==> config.mk <==
export PLATFORM = sky130hd
export DESIGN_NAME = tiny_8bit_cpu_core_top
export DESIGN_NICKNAME = d
export VERILOG_FILES = /design/src/rtl/t8cpu_pkg.sv /design/src/rtl/tiny_8bit_cpu_core_top.sv /design/src/rtl/t8cpu_ram.sv
export VERILOG_INCLUDE_DIRS = /design/src /design/src/rtl
export SDC_FILE = /design/constraint.sdc
export NUM_CORES = 2
export LEC_CHECK = 0
export ABC_CLOCK_PERIOD_IN_PS = 12600
export BUFFER_PORTS_ARGS = -buffer_cell sky130_fd_sc_hd__buf_2
export CELL_PAD_IN_SITES_DETAIL_PLACEMENT = 0
export CELL_PAD_IN_SITES_GLOBAL_PLACEMENT = 1
export CORE_UTILIZATION = 55
export CTS_CLUSTER_DIAMETER = 60
export DETAILED_ROUTE_END_ITERATION = 8
export PLACE_DENSITY_LB_ADDON = 0.1
export SYNTH_ARGS = -nofsm -noshare
export SYNTH_HDL_FRONTEND = slang
export SYNTH_SLANG_ARGS = --single-unit
==> constraint.sdc <==
create_clock -name clk -period 12.6 [get_ports clk]
set_input_delay 0.63 -clock clk [delete_from_list [all_inputs] [get_ports clk]]
set_output_delay 0.63 -clock clk [all_outputs]
set_load 0.05 [all_outputs]
==> src/rtl/tiny_8bit_cpu_core_top_macros.svh <==
// Assertion macros used by the core's top-level RTL file.
`ifndef TINY_8BIT_CPU_CORE_TOP_MACROS_SVH
`define TINY_8BIT_CPU_CORE_TOP_MACROS_SVH

// Consequent must hold in the same cycle as the antecedent.
`define T8CPU_ASSERT_SAME(lbl, ante, cons, msg) \
  lbl: assert property (@(posedge clk) disable iff (rst) (ante) |-> (cons)) else $error(msg);

// Consequent must hold in the cycle after the antecedent.
`define T8CPU_ASSERT_NEXT(lbl, ante, cons, msg) \
  lbl: assert property (@(posedge clk) disable iff (rst) (ante) |=> (cons)) else $error(msg);

`endif

==> src/rtl/t8cpu_pkg.sv <==
// Shared types, opcodes and status codes of the 8-bit core.
package t8cpu_pkg;

  localparam int MEM_DEPTH     = 256;
  localparam int ADDR_W        = 8;
  localparam int DATA_W        = 8;
  localparam int DEF_REG_COUNT = 8;

  localparam logic MODE_LOAD = 1'b0;
  localparam logic MODE_STEP = 1'b1;

  localparam logic [7:0] OP_NOP   = 8'h00;
  localparam logic [7:0] OP_MOV   = 8'h01;
  localparam logic [7:0] OP_ADD   = 8'h02;
  localparam logic [7:0] OP_SUB   = 8'h03;
  localparam logic [7:0] OP_JMP   = 8'h04;
  localparam logic [7:0] OP_PRINT = 8'h05;
  localparam logic [7:0] OP_HALT  = 8'hFF;

  localparam logic [2:0] ST_DONE    = 3'd0;
  localparam logic [2:0] ST_PRINT   = 3'd1;
  localparam logic [2:0] ST_HALT    = 3'd2;
  localparam logic [2:0] ST_UNKNOWN = 3'd3;
  localparam logic [2:0] ST_STOPPED = 3'd4;

  typedef struct packed {
    logic              mode;
    logic [ADDR_W-1:0] load_address;
    logic [DATA_W-1:0] load_data;
  } req_t;

  typedef struct packed {
    logic [2:0]        status;
    logic [ADDR_W-1:0] opcode_address;
    logic [DATA_W-1:0] opcode_seen;
    logic [2:0]        print_register;
    logic [DATA_W-1:0] print_value;
  } rsp_t;

endpackage

==> src/rtl/tiny_8bit_cpu_core_top.sv <==
// Top level of the 8-bit core: instruction sequencer, program memory and register file.
//
//   channel  | signals                         | direction | beat
//   ---------+---------------------------------+-----------+-------------------------------
//   request  | req_valid, req_ready, req       | in        | load one byte or step once
//   response | rsp_valid, rsp_ready, rsp       | out       | one beat per step, none on load
//
// A load writes its byte when it is accepted. A step passes through the accepting state,
// then one state per byte read from the single-port program memory, and one more for
// PRINT, ADD and SUB, which wait for a register file read. A step while stopped reads
// nothing and passes only through the accepting state and S_STOP.
// Reset is synchronous; valid bits make both memories read as zero right away.
// A result waits in the output register; the sequencer holds its last state while that
// register is still full, and new requests are taken once it is back in idle.
`include "tiny_8bit_cpu_core_top_macros.svh"

module tiny_8bit_cpu_core_top
  import t8cpu_pkg::*;
#(
  parameter int REG_COUNT = DEF_REG_COUNT
) (
  input  logic clk,
  input  logic rst,
  input  logic req_valid,
  output logic req_ready,
  input  req_t req,
  output logic rsp_valid,
  input  logic rsp_ready,
  output rsp_t rsp
);

  localparam int RW = $clog2(REG_COUNT);

  localparam logic [2:0] S_IDLE = 3'd0;
  localparam logic [2:0] S_STOP = 3'd1;
  localparam logic [2:0] S_OP   = 3'd2;
  localparam logic [2:0] S_A    = 3'd3;
  localparam logic [2:0] S_B    = 3'd4;
  localparam logic [2:0] S_EX   = 3'd5;
  localparam logic [2:0] S_PR   = 3'd6;

  logic [2:0]        state, state_next;
  logic [ADDR_W-1:0] pc, pc_next;
  logic              stopped, stopped_next;
  logic [DATA_W-1:0] op, op_next;
  logic [ADDR_W-1:0] op_addr, op_addr_next;
  logic [RW-1:0]     ra, ra_next;
  logic [DATA_W-1:0] va, va_next;

  logic              pm_we, pm_re;
  logic [ADDR_W-1:0] pm_addr;
  logic [DATA_W-1:0] pm_wdata, pm_byte;

  logic              rf_we, rf_re;
  logic [RW-1:0]     rf_addr;
  logic [DATA_W-1:0] rf_wdata, rf_val;

  logic              out_free;
  logic              fin;
  logic [2:0]        fin_status;
  logic [DATA_W-1:0] fin_op;
  logic [2:0]        fin_preg;
  logic [DATA_W-1:0] fin_pval;

  // Register index of every operand byte, folded into the register count.
  logic [RW-1:0] reg_map [MEM_DEPTH];

  for (genvar i = 0; i < MEM_DEPTH; i++) begin : g_map
    assign reg_map[i] = RW'(i % REG_COUNT);
  end

  assign req_ready = (state == S_IDLE);
  assign out_free  = !rsp_valid || rsp_ready;

  // The program memory port is shared: loads write it only while the sequencer is idle.
  assign pm_we    = req_valid && req_ready && (req.mode == MODE_LOAD);
  assign pm_addr  = pm_we ? req.load_address : pc;
  assign pm_wdata = req.load_data;

  t8cpu_ram #(.DEPTH(MEM_DEPTH)) u_prog (
    .clk   (clk),
    .rst   (rst),
    .we    (pm_we),
    .re    (pm_re),
    .addr  (pm_addr),
    .wdata (pm_wdata),
    .rdata (pm_byte)
  );

  t8cpu_ram #(.DEPTH(REG_COUNT)) u_regs (
    .clk   (clk),
    .rst   (rst),
    .we    (rf_we),
    .re    (rf_re),
    .addr  (rf_addr),
    .wdata (rf_wdata),
    .rdata (rf_val)
  );

  always_comb begin
    state_next   = state;
    pc_next      = pc;
    stopped_next = stopped;
    op_next      = op;
    op_addr_next = op_addr;
    ra_next      = ra;
    va_next      = va;
    pm_re        = 1'b0;
    rf_re        = 1'b0;
    rf_we        = 1'b0;
    rf_addr      = ra;
    rf_wdata     = pm_byte;
    fin          = 1'b0;
    fin_status   = ST_DONE;
    fin_op       = op;
    fin_preg     = '0;
    fin_pval     = '0;

    case (state)
      S_IDLE: begin
        if (req_valid && req.mode == MODE_STEP) begin
          op_addr_next = pc;
          op_next      = OP_NOP;
          if (stopped) begin
            state_next = S_STOP;
          end else begin
            pm_re      = 1'b1;
            pc_next    = pc + 8'd1;
            state_next = S_OP;
          end
        end
      end

      S_STOP: begin
        if (out_free) begin
          fin        = 1'b1;
          fin_status = ST_STOPPED;
          state_next = S_IDLE;
        end
      end

      S_OP: begin
        op_next = pm_byte;
        fin_op  = pm_byte;
        if (pm_byte inside {OP_MOV, OP_ADD, OP_SUB, OP_JMP, OP_PRINT}) begin
          pm_re      = 1'b1;
          pc_next    = pc + 8'd1;
          state_next = S_A;
        end else if (out_free) begin
          fin        = 1'b1;
          state_next = S_IDLE;
          if (pm_byte == OP_HALT) begin
            fin_status   = ST_HALT;
            stopped_next = 1'b1;
          end else if (pm_byte != OP_NOP) begin
            fin_status   = ST_UNKNOWN;
            stopped_next = 1'b1;
          end
        end
      end

      S_A: begin
        ra_next = reg_map[pm_byte];
        case (op)
          OP_MOV: begin
            pm_re      = 1'b1;
            pc_next    = pc + 8'd1;
            state_next = S_B;
          end
          OP_ADD, OP_SUB: begin
            pm_re      = 1'b1;
            pc_next    = pc + 8'd1;
            rf_re      = 1'b1;
            rf_addr    = reg_map[pm_byte];
            state_next = S_B;
          end
          OP_JMP: begin
            if (out_free) begin
              fin        = 1'b1;
              pc_next    = pm_byte;
              state_next = S_IDLE;
            end
          end
          OP_PRINT: begin
            rf_re      = 1'b1;
            rf_addr    = reg_map[pm_byte];
            state_next = S_PR;
          end
          default: begin
            state_next = S_IDLE;
          end
        endcase
      end

      S_B: begin
        case (op)
          OP_MOV: begin
            if (out_free) begin
              rf_we      = 1'b1;
              rf_wdata   = pm_byte;
              fin        = 1'b1;
              state_next = S_IDLE;
            end
          end
          OP_ADD, OP_SUB: begin
            // The first operand arrives now; the second is read from the same port.
            va_next    = rf_val;
            rf_re      = 1'b1;
            rf_addr    = reg_map[pm_byte];
            state_next = S_EX;
          end
          default: begin
            state_next = S_IDLE;
          end
        endcase
      end

      S_EX: begin
        if (out_free) begin
          rf_we      = 1'b1;
          rf_wdata   = (op == OP_SUB) ? va - rf_val : va + rf_val;
          fin        = 1'b1;
          state_next = S_IDLE;
        end
      end

      S_PR: begin
        if (out_free) begin
          fin        = 1'b1;
          fin_status = ST_PRINT;
          fin_preg   = 3'(ra);
          fin_pval   = rf_val;
          state_next = S_IDLE;
        end
      end

      default: begin
        state_next = S_IDLE;
      end
    endcase
  end

  always_ff @(posedge clk) begin
    if (rst) begin
      state     <= S_IDLE;
      pc        <= '0;
      stopped   <= 1'b0;
      rsp_valid <= 1'b0;
    end else begin
      state   <= state_next;
      pc      <= pc_next;
      stopped <= stopped_next;
      if (fin) begin
        rsp_valid <= 1'b1;
      end else if (rsp_ready) begin
        rsp_valid <= 1'b0;
      end
    end
  end

  always_ff @(posedge clk) begin
    op      <= op_next;
    op_addr <= op_addr_next;
    ra      <= ra_next;
    va      <= va_next;
    if (fin) begin
      rsp.status         <= fin_status;
      rsp.opcode_address <= op_addr;
      rsp.opcode_seen    <= fin_op;
      rsp.print_register <= fin_preg;
      rsp.print_value    <= fin_pval;
    end
  end

  `T8CPU_ASSERT_NEXT(a_load_keeps_pc, req_valid && req_ready && req.mode == MODE_LOAD, $stable(pc) && $stable(stopped), "load changed pc or stop flag")
  `T8CPU_ASSERT_NEXT(a_stop_sticks, stopped, stopped, "stop flag cleared without reset")
  `T8CPU_ASSERT_SAME(a_rf_write_state, rf_we, state == S_B || state == S_EX, "register write outside MOV or ALU state")
  `T8CPU_ASSERT_SAME(a_stopped_fields, rsp_valid && rsp.status == ST_STOPPED, rsp.opcode_seen == 8'd0 && rsp.print_value == 8'd0, "stopped report carries data")

endmodule

==> src/rtl/t8cpu_ram.sv <==
// Single-port synchronous RAM with per-entry valid bits; unwritten entries read as zero.
module t8cpu_ram
  import t8cpu_pkg::*;
#(
  parameter int DEPTH = MEM_DEPTH
) (
  input  logic                     clk,
  input  logic                     rst,
  input  logic                     we,
  input  logic                     re,
  input  logic [$clog2(DEPTH)-1:0] addr,
  input  logic [DATA_W-1:0]        wdata,
  output logic [DATA_W-1:0]        rdata
);

  logic [DATA_W-1:0] mem [DEPTH];
  logic [DEPTH-1:0]  vld;
  logic [DATA_W-1:0] rd_q;
  logic              rvld_q;

  always_ff @(posedge clk) begin
    if (we) begin
      mem[addr] <= wdata;
    end
    if (re) begin
      rd_q <= mem[addr];
    end
  end

  // Valid bits stand in for clearing the array at reset.
  always_ff @(posedge clk) begin
    if (rst) begin
      vld    <= '0;
      rvld_q <= 1'b0;
    end else begin
      if (we) begin
        vld[addr] <= 1'b1;
      end
      if (re) begin
        rvld_q <= vld[addr];
      end
    end
  end

  assign rdata = rvld_q ? rd_q : '0;

endmodule

==> impl_results.md <==
* Status: finished, violations left
* Failing checks: max-capacitance violations, max-slew violations
* Post-DP HPWL at about 180000 um
* Critical path class: reg2reg
* Critical path data required time at about 13 ns
* CTS Buf Count at 239
* Critical path's top delay family: buffers and inverters
* Sequential share of the synthesized area at around three quarters
* Clock tree from TritonCTS: done
* Net Count, Synth at slightly above 6000
* Pwr dens at approximately 170 nW/um^2
* Slew @ Worst Pin at roughly 1.6 ns
* DR iter-0 viols at about 9500
* Unique masters post-synth at between 80 and 90
* Initial Util at a little under three fifths
* Post-synth EDFFs at ~2200
* Placed Cells at 8273
* GPL Wtd Cong at a little under 0.9
* Fmax at roughly 140 MHz
* WP buf/inv at 4
* Clock skew at between 0.05 and 0.06 ns
* I/O pins at 53
* Leak at 0.03421 uW
* Post-CTS resize count at 0
* Largest net degree at the start of global routing at between 150 and 200
* Critical path, cell by cell: or3_1, clkinv_2, and2_4, nor2_4, buf_4, buf_4, buf_4, mux2_2, a222oi_1, o22ai_1, o41ai_1, o2111ai_1, or4_1
* Synth async-reset ratio at 0%
* CP dominant cell by count: buf_4
* Final nets at approximately 6200
* Post-Layout Cell Count at slightly below 9000
* FP Rows at ~150
* Global Route Usage Sum at 34.02%
* Hold Buf Count CTS at 0
* Root Driver: clkbuf_16
* RSZ-0062 raised after global routing: false
* Post-route ant nets at 0
* Final Max Slew Viols at 8
* Final setup fails at 0
* DR vias at between 50000 and 60000
* Setup TNS at 0 ns
* Mapped Area at about 96000 um^2
* Syn Inst Count at 6185
* Area added between synthesis and finish at 11.55%
* Initial antenna violation count at 18
* Share of layout cells above drive strength 1 at around 16%
* Power, Total at ~18000 uW
* Yosys warns at 0
* Minimum clock period at 7.156 ns
* DR WL/cell at 34.23 um
* Area leader, netlist: edfxtp_1
* # H-tree levels at 4
* Final hold violation count at 0
* Reg clk slew, reported paths at ~0.06 ns
* Vias in the first global route at about 56000
* Yosys reg bits at roughly 2500
* Max IR drop VDD at around 140 uV
* Clock Sinks at 2464
* Maximum buffer depth of the clock tree at 3
* Post-CTS Repair Setup Buffers at 0
* Die X at 418.9 um
* Crit-path max FO at between 50 and 60
* Worst rel slew slack at -9.688%
* Vias/cell at between 6 and 7
* Hold Crit Class: in2reg
* CP Capture Type: register
* Crit path DAT at 7.77 ns
* Share of the synthesized area in the top cell type at roughly 69%
* Area contributors post-synth: edfxtp_1 69%, dfxtp_1 5.8%, nor2_1 3.2%, mux4_2 2.8%, mux2_2 2.7%
* Global-route wire length before repair at ~420000 um
* Clk Latency, worst-skew pair at about 0.9 ns
* PortBufs at 52
* Gr ovfl total at 0
* Remaining DRCs at 0
* Prevailing post-synth register cell: edfxtp_1
* Synth top cells by count: 2185 x edfxtp_1, 824 x nor2_1, 309 x nand2_1, 279 x dfxtp_1, 253 x clkbuf_1
* Pre-antenna DRT Iters at 9
* Period utilisation layout at 56.79%
* Slowest-stage cell, CP: buf_4
* Core Area at around 170000 um^2
* Max Cap Viol at 2
* Top-count cell post-synth: edfxtp_1
* Die Y at between 400 and 500 um
* Wirelength, routed at between 200000 and 300000 um
* Synth Area per Inst at between 15 and 20 um^2
* CP Launch Type: register
* Crit path largest cell delay at about 0.80 ns
* Die area at ~180000 um^2
## layout by cell type, fill, tap and decap left out, types with 18 or more instances in the layout
master	n
and3_1	21
nor4_1	24
a221oi_1	26
clkinv_2	51
nand2_1	307
a211oi_1	31
dfxtp_1	279
nand3_1	106
nor2_1	817
o21a_1	20
o22ai_1	184
buf_4	155
clkbuf_1	68
buf_2	44
bufinv_16	20
a22o_1	44
mux2i_1	127
a22oi_1	192
a21oi_1	213
o31a_1	22
nand4_1	18
a222oi_1	229
mux2_2	230
o21ai_0	177
o21ba_2	31
clkinv_1	28
a21o_1	24
clkbuf_16	243
o22a_1	28
nor3_1	31
clkbuf_8	36
inv_1	30
mux4_2	118
edfxtp_1	2185
## registers in the layout, indices dropped and copies added, names as in the netlist
name / flops
u_regs.mem: 64
u_regs.rvld_q: 1
op_addr: 8
rsp_valid: 1
u_regs.rd_q: 8
rsp: 30
u_prog.rvld_q: 1
va: 8
stopped: 1
ra: 3
u_prog.mem: 2048
u_prog.vld: 256
op: 8
u_regs.vld: 8
state: 3
u_prog.rd_q: 8
pc: 8
## where the power goes
part | switching, uW | internal (uW) | leakage, uW
clock network | 3120 | 4130 | 0.00393
registers | 16.0 | 8900 | 0.0219
logic | 1080 | 457 | 0.00840
total | 4220 | 13500 | 0.0342
## tightest hold or removal path, cell delays in order
cell      delay, ns
buf_2          0.08
nand2b_1       0.22
a21oi_1        0.10
## layout make-up
type | count | area (um^2)
diodes | 11 | 27.53
clock inverters | 119 | 1286
inverters | 31 | 117.6
multi-input cells | 3249 | 22680
well taps | 2310 | 2890
repair buffers | 219 | 1729
clock buffers | 339 | 6721
flip-flops and latches | 2464 | 71200
fillers | 12700 | 65460
## layer usage
layer	vias up	routed length [um]	global-route usage, %
met2	3826	134100	50.81
met5	-	90	0
met4	16	15090	15.39
met3	711	34880	8.203
met1	30180	115200	47.54
li1	24550	-	-
## final timing paths
path / slack (ns) / cells after the start / startpoint / endpoint
worst max-delay path: 5.44 / 13 / state[1] / u_prog.rd_q[3]
worst min-delay path: 0.24 / 3 / rsp_ready / rsp_valid
worst max register to register: 5.44 / 13 / state[1] / u_prog.rd_q[3]
worst min register to register: 0.42 / 0 / op_addr[2] / rsp[21]
## through the flow
stage / setup slack, ns / utilization (%) / hold WS, ns / area [um^2]
after CTS: 5.579 / 61.95 / 0.1832 / 106600
after global placement: 4.676 / 57.28 / 0.4076 / 98590
after floorplan: 8.584 / - / 0.4003 / 95610
final: 5.444 / 61.97 / 0.2405 / 106700
after global routing: 5.262 / 61.96 / 0.2393 / 106600
after detailed placement: 5.579 / 57.30 / 0.4045 / 98620
## cells by family after synthesis
logic type | after synthesis | share of synthesized area, %
AND/OR/NAND/NOR | 1401 | 6.094
multiplexers | 479 | 6.865
flip-flops | 2464 | 74.47
XOR/XNOR | 14 | 0.1283
buffers and inverters | 472 | 2.065
adder cells (fa/ha/maj) | 9 | 0.1256
AO/OA/AOI/OAI | 1346 | 10.25
Power figures use the tool's default switching activity.
